--- src/hdl/tlprs_pkg.sv ---
package tlprs_pkg;

    // Number of task slots; task ids are 4 bits wide
    localparam int NUM_TASKS = 16;

    // Slot placement codes
    typedef enum logic [1:0] {
        PLACE_ABSENT = 2'd0,
        PLACE_L1     = 2'd1,
        PLACE_L2     = 2'd2
    } place_t;

    localparam logic OP_ARRIVAL = 1'b0;
    localparam logic OP_TICK    = 1'b1;

    localparam logic [7:0] QUANTUM_RESET = 8'd2;

    // Result of one level-one scan
    typedef struct packed {
        logic       found;
        logic [5:0] slot;
    } pick_t;

endpackage

--- src/hdl/tlprs_scan.sv ---
// Sequential minimum search over level-one slots, one slot per cycle.
module tlprs_scan
    import tlprs_pkg::*;
#(
    parameter int NUM_TASKS = 16,
    parameter int IDX_W     = 4
)
(
    input  logic                 clk,
    input  logic                 rst_n,
    input  logic                 start,
    input  logic                 slot_is_l1,
    input  logic [3:0]           slot_prio,
    input  logic [7:0]           slot_age,
    output logic [IDX_W-1:0]     slot_idx,
    output logic                 done,
    output pick_t                pick
);

    logic              busy_reg;
    logic [IDX_W:0]    cnt_reg;
    logic              found_reg;
    logic [IDX_W-1:0]  best_reg;
    logic [3:0]        bp_reg;
    logic [7:0]        ba_reg;
    logic              better;

    assign slot_idx = cnt_reg[IDX_W-1:0];
    assign done     = busy_reg && (cnt_reg == (IDX_W+1)'(NUM_TASKS - 1));

    // Compare the current slot with the best so far
    assign better = slot_is_l1 && (!found_reg || slot_prio < bp_reg ||
                    (slot_prio == bp_reg && slot_age > ba_reg));

    always_comb
    begin
        pick.found = found_reg || better;
        pick.slot  = better ? 6'(cnt_reg[IDX_W-1:0]) : 6'(best_reg);
    end

    // Advance the scan
    always_ff @(posedge clk or negedge rst_n)
    begin
        if (!rst_n)
        begin
            busy_reg  <= 1'b0;
            cnt_reg   <= '0;
            found_reg <= 1'b0;
            best_reg  <= '0;
            bp_reg    <= '0;
            ba_reg    <= '0;
        end
        else if (start)
        begin
            busy_reg  <= 1'b1;
            cnt_reg   <= '0;
            found_reg <= 1'b0;
        end
        else if (busy_reg)
        begin
            if (better)
            begin
                found_reg <= 1'b1;
                best_reg  <= cnt_reg[IDX_W-1:0];
                bp_reg    <= slot_prio;
                ba_reg    <= slot_age;
            end
            if (done)
                busy_reg <= 1'b0;
            else
                cnt_reg <= cnt_reg + 1'b1;
        end
    end

endmodule

--- src/hdl/two_level_priority_rr_scheduler_unit.sv ---
// Two-level task scheduler over NUM_TASKS slots (16). Arrival requests (op 0)
// are accepted and then load a task slot into level one in ST_ARRIVE. Tick
// requests (op 1) are accepted, then a shared comparator walks the slot tables
// one slot per cycle to find the best level-one task (lowest priority number,
// then oldest arrival), then ST_APPLY updates the tables and the round-robin
// FIFO and posts the result, and the output register hands it over. The input
// is not ready while a request is being worked on or while a result waits in
// the output register, so an output stall delays the next request. The
// quantum register may be written only while idle.
module two_level_priority_rr_scheduler_unit
    import tlprs_pkg::*;
(
    input  logic        clk,
    input  logic        rst_n,
    // s_tdata: op[0], task_id[4:1], burst[12:5], priority_req[16:13], pad to 24
    input  logic        s_tvalid,
    output logic        s_tready,
    input  logic [23:0] s_tdata,
    // m_tdata: run_valid[0], run_task[4:1], from_level_two[5], finished[6],
    //          now_time[22:7], pad to 24
    output logic        m_tvalid,
    input  logic        m_tready,
    output logic [23:0] m_tdata,
    input  logic        cfg_valid,
    output logic        cfg_ready,
    input  logic [7:0]  cfg_data
);

    localparam int IDX_W = (NUM_TASKS > 1) ? $clog2(NUM_TASKS) : 1;
    localparam int CNT_W = IDX_W + 1;

    typedef enum logic [1:0] {ST_IDLE, ST_ARRIVE, ST_SCAN, ST_APPLY} state_t;

    state_t state_reg;
    logic [23:0] req_reg;

    logic [7:0]       work_reg  [NUM_TASKS];
    logic [3:0]       prio_reg  [NUM_TASKS];
    logic [7:0]       stamp_reg [NUM_TASKS];
    logic [IDX_W-1:0] fifo_reg  [NUM_TASKS];
    place_t           place_reg [NUM_TASKS];

    logic [7:0]       stamp_cnt_reg;
    logic [IDX_W-1:0] rr_head_reg;
    logic [CNT_W-1:0] rr_count_reg;
    logic [IDX_W-1:0] cur_task_reg;
    logic             cur_valid_reg;
    logic [7:0]       slice_reg;
    logic [15:0]      time_reg;
    logic [7:0]       quantum_reg;

    logic             out_valid_reg;
    logic [22:0]      out_data_reg;

    logic             req_op;
    logic [3:0]       req_id;
    logic [7:0]       req_burst;
    logic [3:0]       req_prio;

    logic             scan_start;
    logic [IDX_W-1:0] scan_idx;
    logic             scan_done;
    pick_t            scan_pick;
    pick_t            pick_reg;

    assign req_op    = req_reg[0];
    assign req_id    = req_reg[4:1];
    assign req_burst = req_reg[12:5];
    assign req_prio  = req_reg[16:13];

    assign s_tready  = (state_reg == ST_IDLE) && !out_valid_reg;
    assign cfg_ready = (state_reg == ST_IDLE);
    assign m_tvalid  = out_valid_reg;
    assign m_tdata   = {1'b0, out_data_reg};
    assign scan_start = (state_reg == ST_IDLE) && s_tvalid && s_tready &&
                        (s_tdata[0] == OP_TICK);

    tlprs_scan #(.NUM_TASKS(NUM_TASKS), .IDX_W(IDX_W)) u_scan (
        .clk        (clk),
        .rst_n      (rst_n),
        .start      (scan_start),
        .slot_is_l1 (place_reg[scan_idx] == PLACE_L1),
        .slot_prio  (prio_reg[scan_idx]),
        .slot_age   (stamp_cnt_reg - stamp_reg[scan_idx]),
        .slot_idx   (scan_idx),
        .done       (scan_done),
        .pick       (scan_pick)
    );

    // Decision for the tick, evaluated in ST_APPLY
    logic             in_slice;
    logic             use_l1;
    logic [IDX_W-1:0] best;
    logic [IDX_W-1:0] head_task;
    logic [7:0]       qnt;
    logic [7:0]       head_work_dec;
    logic [7:0]       slice_inc;
    logic             id_ok;

    assign in_slice  = cur_valid_reg && (place_reg[cur_task_reg] == PLACE_L2);
    assign use_l1    = !in_slice && pick_reg.found;
    assign best      = pick_reg.slot[IDX_W-1:0];
    assign head_task = fifo_reg[rr_head_reg];
    assign qnt       = (quantum_reg == 8'd0) ? 8'd1 : quantum_reg;
    assign head_work_dec = (work_reg[head_task] != 8'd0) ?
                           work_reg[head_task] - 8'd1 : 8'd0;
    assign slice_inc = ((cur_valid_reg && cur_task_reg == head_task) ?
                        slice_reg : 8'd0) + 8'd1;
    assign id_ok     = (5'(req_id) < 5'(NUM_TASKS));

    // Sequencer, tables and output register
    always_ff @(posedge clk or negedge rst_n)
    begin
        if (!rst_n)
        begin
            state_reg     <= ST_IDLE;
            for (int i = 0; i < NUM_TASKS; i++)
                place_reg[i] <= PLACE_ABSENT;
            stamp_cnt_reg <= '0;
            rr_head_reg   <= '0;
            rr_count_reg  <= '0;
            cur_task_reg  <= '0;
            cur_valid_reg <= 1'b0;
            slice_reg     <= '0;
            time_reg      <= '0;
            quantum_reg   <= QUANTUM_RESET;
            out_valid_reg <= 1'b0;
            pick_reg      <= '0;
        end
        else
        begin
            if (out_valid_reg && m_tready)
                out_valid_reg <= 1'b0;
            if (cfg_valid && cfg_ready)
                quantum_reg <= cfg_data;

            unique case (state_reg)
                ST_IDLE:
                begin
                    if (s_tvalid && s_tready)
                    begin
                        req_reg   <= s_tdata;
                        state_reg <= (s_tdata[0] == OP_TICK) ? ST_SCAN : ST_ARRIVE;
                    end
                end
                ST_ARRIVE:
                begin
                    // Load a new slot unless ignored
                    if (req_burst != 8'd0 && id_ok &&
                        place_reg[req_id[IDX_W-1:0]] == PLACE_ABSENT)
                    begin
                        work_reg[req_id[IDX_W-1:0]]  <= req_burst;
                        prio_reg[req_id[IDX_W-1:0]]  <= req_prio;
                        stamp_reg[req_id[IDX_W-1:0]] <= stamp_cnt_reg;
                        place_reg[req_id[IDX_W-1:0]] <= PLACE_L1;
                        stamp_cnt_reg <= stamp_cnt_reg + 8'd1;
                    end
                    state_reg <= ST_IDLE;
                end
                ST_SCAN:
                begin
                    if (scan_done)
                    begin
                        pick_reg  <= scan_pick;
                        state_reg <= ST_APPLY;
                    end
                end
                ST_APPLY:
                begin
                    out_valid_reg       <= 1'b1;
                    out_data_reg[22:7]  <= time_reg + 16'd1;
                    time_reg            <= time_reg + 16'd1;
                    if (use_l1)
                    begin
                        // Demote a displaced level-one task
                        if (cur_valid_reg && cur_task_reg != best &&
                            place_reg[cur_task_reg] == PLACE_L1 &&
                            work_reg[cur_task_reg] != 8'd0 &&
                            rr_count_reg < CNT_W'(NUM_TASKS))
                        begin
                            fifo_reg[IDX_W'(rr_head_reg + rr_count_reg[IDX_W-1:0])]
                                <= cur_task_reg;
                            rr_count_reg <= rr_count_reg + 1'b1;
                            place_reg[cur_task_reg] <= PLACE_L2;
                        end
                        work_reg[best] <= work_reg[best] - 8'd1;
                        slice_reg      <= '0;
                        out_data_reg[6:0] <= {work_reg[best] == 8'd1, 1'b0,
                                              4'(best), 1'b1};
                        if (work_reg[best] == 8'd1)
                        begin
                            place_reg[best] <= PLACE_ABSENT;
                            cur_valid_reg   <= 1'b0;
                        end
                        else
                        begin
                            cur_task_reg  <= best;
                            cur_valid_reg <= 1'b1;
                        end
                    end
                    else if (rr_count_reg != '0)
                    begin
                        work_reg[head_task] <= head_work_dec;
                        out_data_reg[6:0] <= {head_work_dec == 8'd0, 1'b1,
                                              4'(head_task), 1'b1};
                        if (head_work_dec == 8'd0)
                        begin
                            rr_head_reg  <= rr_head_reg + 1'b1;
                            rr_count_reg <= rr_count_reg - 1'b1;
                            place_reg[head_task] <= PLACE_ABSENT;
                            cur_valid_reg <= 1'b0;
                            slice_reg     <= '0;
                        end
                        else if (slice_inc >= qnt)
                        begin
                            // Rotate head to tail
                            fifo_reg[IDX_W'(rr_head_reg + rr_count_reg[IDX_W-1:0])]
                                <= head_task;
                            rr_head_reg   <= rr_head_reg + 1'b1;
                            cur_valid_reg <= 1'b0;
                            slice_reg     <= '0;
                        end
                        else
                        begin
                            cur_task_reg  <= head_task;
                            cur_valid_reg <= 1'b1;
                            slice_reg     <= slice_inc;
                        end
                    end
                    else
                    begin
                        out_data_reg[6:0] <= '0;
                        cur_valid_reg     <= 1'b0;
                        slice_reg         <= '0;
                    end
                    state_reg <= ST_IDLE;
                end
                default: state_reg <= ST_IDLE;
            endcase
        end
    end

endmodule

--- config.mk ---
export PLATFORM = sky130hd
export DESIGN_NAME = two_level_priority_rr_scheduler_unit
export DESIGN_NICKNAME = d
export VERILOG_FILES = /design/src/hdl/tlprs_pkg.sv /design/src/hdl/tlprs_scan.sv /design/src/hdl/two_level_priority_rr_scheduler_unit.sv
export SDC_FILE = /design/constraint.sdc
export NUM_CORES = 1
export LEC_CHECK = 0
export ABC_AREA = 1
export ABC_CLOCK_PERIOD_IN_PS = 4800
export BUFFER_PORTS_ARGS = -buffer_cell sky130_fd_sc_hd__buf_2
export CAP_MARGIN = 20
export CELL_PAD_IN_SITES_DETAIL_PLACEMENT = 2
export CELL_PAD_IN_SITES_GLOBAL_PLACEMENT = 2
export CORE_MARGIN = 8
export CORE_UTILIZATION = 37
export DETAILED_ROUTE_END_ITERATION = 8
export HOLD_SLACK_MARGIN = 0.05
export PLACE_DENSITY_LB_ADDON = 0.1
export SETUP_SLACK_MARGIN = 0.3
export SLEW_MARGIN = 10
export SYNTH_ARGS = -nofsm -noshare
export SYNTH_HDL_FRONTEND = slang
export SYNTH_SLANG_ARGS = --single-unit
--- constraint.sdc ---
create_clock -name clk -period 4.8 [get_ports clk]
set_input_delay 0.24 -clock clk [delete_from_list [all_inputs] [get_ports clk]]
set_output_delay 0.24 -clock clk [all_outputs]
set_load 0.01 [all_outputs]
Word-level counts from Yosys, hierarchy flattened --
Memories as Yosys holds them, arrays and structs flattened. Cells that the tools add are included.
Storage, ports and cells: flip-flop bits (word level) 157, bits in writable memories 384, output and inout bits 27, memories kept 4
Memories:
- stamp_reg | words 16, width 8, read ports 1, clocked after Yosys merged registers in 0, write ports 1, RTL line two_level_priority_rr_scheduler_unit.sv:39 | logic [7:0] stamp_reg [NUM_TASKS];
- work_reg | words 16, width 8, read ports 3, clocked after Yosys merged registers in 0, write ports 1, RTL line two_level_priority_rr_scheduler_unit.sv:37 | logic [7:0] work_reg [NUM_TASKS];
- fifo_reg | words 16, width 4, read ports 1, clocked after Yosys merged registers in 0, write ports 1, RTL line two_level_priority_rr_scheduler_unit.sv:40 | logic [IDX_W-1:0] fifo_reg [NUM_TASKS];
- prio_reg | words 16, width 4, read ports 1, clocked after Yosys merged registers in 0, write ports 1, RTL line two_level_priority_rr_scheduler_unit.sv:38 | logic [3:0] prio_reg [NUM_TASKS];
Operators by class: add/subtract/negate cells 11, $lt $le $gt $ge 13, equal/unequal tests 21, muxes and demuxes 94, bitwise operators 18, reduce and logical (&&, ||, !) cells 63
Operators with widths (count):
- 32-bit 2-to-1 mux | 8
- 8-bit 2-to-1 mux | 9
- 32-bit bitwise AND | 2
- 32-bit NOT | 2
- 32-bit case mux with 2 select lines | 1
- 4-bit 2-to-1 mux | 11
- 1-bit 2-to-1 mux | 35
- 5-bit 2-to-1 mux | 7
- 16-bit bitwise AND | 2
- 2-bit demux with 4-bit select | 4
- 16-bit NOT | 2
- 16-bit bitwise OR | 2
- 1-bit logical AND | 27
- 2-bit 2-to-1 mux | 13
- 5-bit >= comparator, second input constant | 5
- 4-bit NOT with 5-bit output | 5
- 2-bit binary-select mux with 4-bit select | 3
- 8-bit nonzero test | 3
- 5-bit by 1-bit < comparator with 1-bit output, second input constant | 4
- 16-bit by 1-bit adder with 16-bit output, second input constant | 1
- 8-bit by 1-bit adder with 8-bit output, second input constant | 2
- 8-bit logical NOT | 2
- 8-bit OR reduction | 2
- 8-bit by 1-bit subtractor with 8-bit output, second input constant | 2
- other kinds (32) | 66

Logic depth before layout (Yosys ltp) --
depth after elaboration 15, depth in mapped cells 32

By module --
From an unflattened synthesis, not the netlist that was laid out.
Unflattened totals: cell total of the unflattened synthesis 2997, area total of the unflattened synthesis 27520.1 µm²
Modules (own cells, without submodules):
- two_level_priority_rr_scheduler_unit | times used 1, cells each 2817, area each 26086.3 µm², sequential area each 15055.7 µm²
- tlprs_scan | times used 1, cells each 180, area each 1433.9 µm², sequential area each 575.6 µm²

Least setup slack after synthesis --
OpenSTA, ideal clock, no wires.
path type reg-to-reg, start register u_scan.cnt_reg[0], end register u_scan.ba_reg[1], library setup time 0.131 ns, arrival time 4.913 ns, required time 4.669 ns, path slack -0.244 ns, cell stages (with the launch flop) 30, buffers on the path 5, period minus slack after synthesis 5.044 ns, cell sequence dfrtp_1 -> inv_1 -> clkbuf_1 -> clkbuf_1 -> clkbuf_1 -> clkbuf_1 -> o21ai_0 -> o22ai_1 -> a221oi_1 -> ha_1 -> a21oi_1 -> nand2_1 -> a21oi_1 -> o21ai_0 -> a21o_1 -> a21oi_1 -> xor2_1 -> ha_1 -> nand2_1 -> nor2_1 -> nand2_1 -> o211ai_1 -> o41ai_1 -> o311ai_0 -> nand3_1 -> nor2_1 -> nand2_1 -> inv_1 -> clkbuf_1 -> o21ai_0
On the way: cells in the longest elaborated chain, start to end 7, elaborated cells on any way between the ends 16, those cells by class add/sub: 1; order compare: 2; eq/ne: 2; mux: 3; bitwise: 1; reduce/logical: 5; memory: 2
RTL lines:
- from (decl) | RTL line tlprs_scan.sv:21 | logic [IDX_W:0] cnt_reg;
- from (signal assigned) | RTL line tlprs_scan.sv:71 | cnt_reg <= cnt_reg + 1'b1;
- memory read 16 x 8 bit
- 8-bit subtractor | RTL line two_level_priority_rr_scheduler_unit.sv:84 | .slot_age (stamp_cnt_reg - stamp_reg[scan_idx]),
- net u_scan.slot_age[7] | RTL line tlprs_scan.sv:14 | input logic [7:0] slot_age,
- 8-bit > comparator | RTL line tlprs_scan.sv:33 | (slot_prio == bp_reg && slot_age > ba_reg));
- 1-bit logical AND | RTL line tlprs_scan.sv:33
- 1-bit logical OR | RTL line tlprs_scan.sv:32 | assign better = slot_is_l1 && (!found_reg || slot_prio < bp_reg ||
- 1-bit logical AND | RTL line tlprs_scan.sv:32
- 3-bit AND reduction (no source line)
- to (signal assigned) | RTL line tlprs_scan.sv:66 | ba_reg <= slot_age;
- to (decl) | RTL line tlprs_scan.sv:25 | logic [7:0] ba_reg;
The timed path passes the listed nets, and every way through them passes these cells. The select of a mux whose other input is x is not followed. A chain may end at the register's enable or synchronous reset.

Worst setup path in the final report --
start register rr_head_reg[0], end memory fifo_reg[12][2] (data pin)
On the way: cells in the longest elaborated chain, start to end 14, elaborated cells on any way between the ends 19, those cells by class add/sub: 2; order compare: 1; eq/ne: 1; mux: 9; reduce/logical: 4; memory: 2
RTL lines:
- from (decl) | RTL line two_level_priority_rr_scheduler_unit.sv:44 | logic [IDX_W-1:0] rr_head_reg;
- from (signal assigned) | RTL line two_level_priority_rr_scheduler_unit.sv:208 | rr_head_reg <= rr_head_reg + 1'b1;
- from (signal assigned) | RTL line two_level_priority_rr_scheduler_unit.sv:219 | rr_head_reg <= rr_head_reg + 1'b1;
- memory read 16 x 4 bit (*)
- 4-bit == test | RTL line two_level_priority_rr_scheduler_unit.sv:107 | assign slice_inc = ((cur_valid_reg && cur_task_reg == head_task) ?
- 1-bit logical AND | RTL line two_level_priority_rr_scheduler_unit.sv:107
- 8-bit 2-to-1 mux | RTL line two_level_priority_rr_scheduler_unit.sv:107
- 8-bit by 1-bit adder with 8-bit output | RTL line two_level_priority_rr_scheduler_unit.sv:108 | slice_reg : 8'd0) + 8'd1;
- 8-bit >= comparator | RTL line two_level_priority_rr_scheduler_unit.sv:214 | else if (slice_inc >= qnt)
- 1-bit 2-to-1 mux | RTL line two_level_priority_rr_scheduler_unit.sv:214
- 1-bit 2-to-1 mux | RTL line two_level_priority_rr_scheduler_unit.sv:206 | if (head_work_dec == 8'd0)
- 1-bit 2-to-1 mux | RTL line two_level_priority_rr_scheduler_unit.sv:201 | else if (rr_count_reg != '0)
- 1-bit 2-to-1 mux | RTL line two_level_priority_rr_scheduler_unit.sv:173 | if (use_l1)
- 1-bit 2-to-1 mux | RTL line two_level_priority_rr_scheduler_unit.sv:137 | unique case (state_reg)
- 1-bit logical AND (implied by the code) | RTL line two_level_priority_rr_scheduler_unit.sv:217 | fifo_reg[IDX_W'(rr_head_reg + rr_count_reg[IDX_W-1:0])]
- 1-bit 2-to-1 mux (implied by the code) | RTL line two_level_priority_rr_scheduler_unit.sv:217
- 4-bit 2-to-1 mux (no source line) (*)
- to (decl) | RTL line two_level_priority_rr_scheduler_unit.sv:40
Every way passes the cells marked *; elsewhere a longest branch is shown, timed or not.

==> impl_results.md <==
* EDFF count, synth at 423
* Final Util at 0.4720
* Max-slew violations at 0
* Mapped Cells at 2961
* Pleak at 0.01392 µW
* Ys async rst share at 0.2167
* Antenna-violating nets left at 0
* Post-Route WL at 115500 µm
* Input/output buffers at 55
* Crit path top cell by count: nand2_1
* Ys flop type: edfxtp_1
* CP endpoint kind: flop
* Die Span Y at 287.7 µm
* Via count at 24340
* Vias in the first global route at 26200
* Final worst slack at 87.96 ps
* WP data arrival at 5230 ps
* Starting Density at 0.3738
* Hold WC Path Type: input pin to flop
* CTS tree: built
* Fmax at 0.2122 GHz
* Share of cells above drive strength 1 at 0.1990
* Clock sink count at 540
* Combinational power share at 0.417
* Area delta synth->final at 26.26%
* Seq/Total Area, Yosys at 0.5721
* Row Count at 99
* Clock share of power at 0.264
* PwrDens at 546.4 mW/mm²
* Worst slew margin at 0.3326
* Worst VDD drop at 0.3657 mV
* Outcome: completed
* Measured slew at the worst slew-check pin at 1001 ps
* DR iter-0 viols at 1742
* Gpl congestion at 0.9084
* Die area at 0.08279 mm²
* Worst path max stage delay at 410 ps
* First-pass GRT wire length at 166600 µm
* Syn avg cell area at 9.227 µm²
* Sw Share at 0.3989
* Ports at 64
* Hold Fails Final Rpt at 0
* Dpl ws at -300.2 ps
* Max-Cap Viols at 0
* Power consumption at 18850 µW
* Vias/cell at 5.720
* Die Span X at 287.7 µm
* Crit path launch type: flop
* Final setup skew at 51.24 ps
* Initial antenna violation count at 0
* Post-synthesis net count at 3044
* Netlist cell types at 53
* Wire per inst at 27.14 µm
* Synth Register Bits at 540
* Antenna diode count at 0
* Clk slew on worst S/H paths at 60 ps
* Nets at 3327
* Period utilization at 0.9817
* Final setup violation count at 0
* Clk root buf: clkbuf_16
* Clock insertion delay at the later pin of the skew report at 680 ps
* Post-DP HPWL at 76780 µm
* Clock Path Buffers at 3
* Total grt overflow at 0
* Largest net degree at the start of global routing at 71
* Setup CP Type: flop to flop
* Crit path required time at 5310 ps
* Largest fanout on the critical path at 14
* Slowest-stage cell, CP: dfrtp_1
* Int Pwr at 11330 µW
* Yosys Warn Count at 0
* Dpl cell area at 0.03010 mm²
* Core Area at 0.07308 mm²
* Commonest cells after routing, fill and taps aside: 623 x nand2_1, 423 x edfxtp_1, 303 x inv_1, 278 x nor2_1, 235 x o21ai_0
* Commonest non-fill, non-tap cell in the layout: nand2_1
* Final Instance Area at 0.03450 mm²
* GRT Util Overall at 0.2631
* Fin crit period at 4712 ps
* CTS Buf Count at 61
* NetSw at 7518 µW
* RSZ-0062 raised after global routing: yes
* Sequential power share at 0.319
* DRC Markers at 0
* Total iterations of the first detailed-routing run at 7
* Mapped Area at 0.02732 mm²
* H-tree lvl count at 2
## Yosys cell counts, types with 17 or more instances
library cell    n  area (µm²)
o22ai_1        98       613.1
a21oi_1        54       270.3
inv_1         316        1186
o21ai_0       279        1396
dfrtp_1       116        2903
nand2_1       655        2459
ha_1           43       538.0
o211ai_1       29       217.7
buf_2          20       100.1
o221ai_1       19       166.4
xor2_1         45       394.1
o311ai_0       17       148.9
nand3_1       181       905.9
nor2_1        326        1224
nor3_1         34       170.2
clkbuf_1       76       285.3
edfxtp_1      423       12700
nand4_1        51       319.1
## power by group through the flow
stage                     Combinational, µW  Sequential, µW  Clock, µW
after floorplan                        3670            5890          0
after global placement                 6350            6040          0
after detailed placement               6740            6070          0
after CTS                              7440            5980       5040
after global routing                   8420            6040       5200
final                                  7860            6010       4970
## timing repair
action,CTS,global route
resized for setup,146,199
setup buffers,19,26
hold buffers,27,0
gates cloned,5,9
hold endpoints to repair,76,0
setup endpoints to repair,203,305
pin swaps,47,59
## per-layer routing
metal,global-route usage,vias up,wire length (µm)
met5,0,-,0
met4,0.07191,0,3109
met3,0.03477,198,6086
met2,0.4543,687,57110
met1,0.3461,12730,49180
li1,-,10720,-
## cell type report
class	instances	area, µm²
clock buffers	83	1659
clock inverters	32	444.2
fillers	7693	38590
inverters	335	1294
multi-input cells	1959	10880
flip-flops and latches	540	15640
well taps	959	1200
repair buffers	347	3379
## logic make-up after synthesis
family,synth area share
AO/OA/AOI/OAI,0.1195
XOR/XNOR,0.01731
adder cells (fa/ha/maj),0.02189
buffers and inverters,0.06879
flip-flops,0.5721
multiplexers,0.001191
other,0.0001373
AND/OR/NAND/NOR,0.1991
## metrics by stage
step                setup TNS (ps)  std cells  hold slack (ps)
finish                           0       4255            95.65
global route                -18490       4255            85.17
CTS                              0       4219            76.13
detailed placement          -31810       4053            228.1
global placement            -10720       4053            227.3
floorplan                        0       2961           -55.59
## critical path, delay by kind of cell, from the launching register on
kind / cells / cell delay [ps]
xor+xnor: 2 / 350
buf+inv: 6 / 1050
fa+ha+maj: 2 / 460
simple gates: 14 / 1340
compound gates: 6 / 930
flops: 1 / 410
## worst paths after layout
check / startpoint / end / slack, ps / depth (start not counted)
min in group asynchronous: rst_n / time_reg[7] / 150 / 2
hold / removal: s_tvalid / state_reg[0] / 100 / 3
max in group asynchronous: rst_n / place_reg[14] / 3560 / 4
setup reg to reg: rr_head_reg[0] / fifo_reg[12][2] / 90 / 30
hold reg to reg: slice_reg[6] / slice_reg[6] / 490 / 2
setup / recovery: rr_head_reg[0] / fifo_reg[12][2] / 90 / 30
Power figures use the tool's default switching activity.
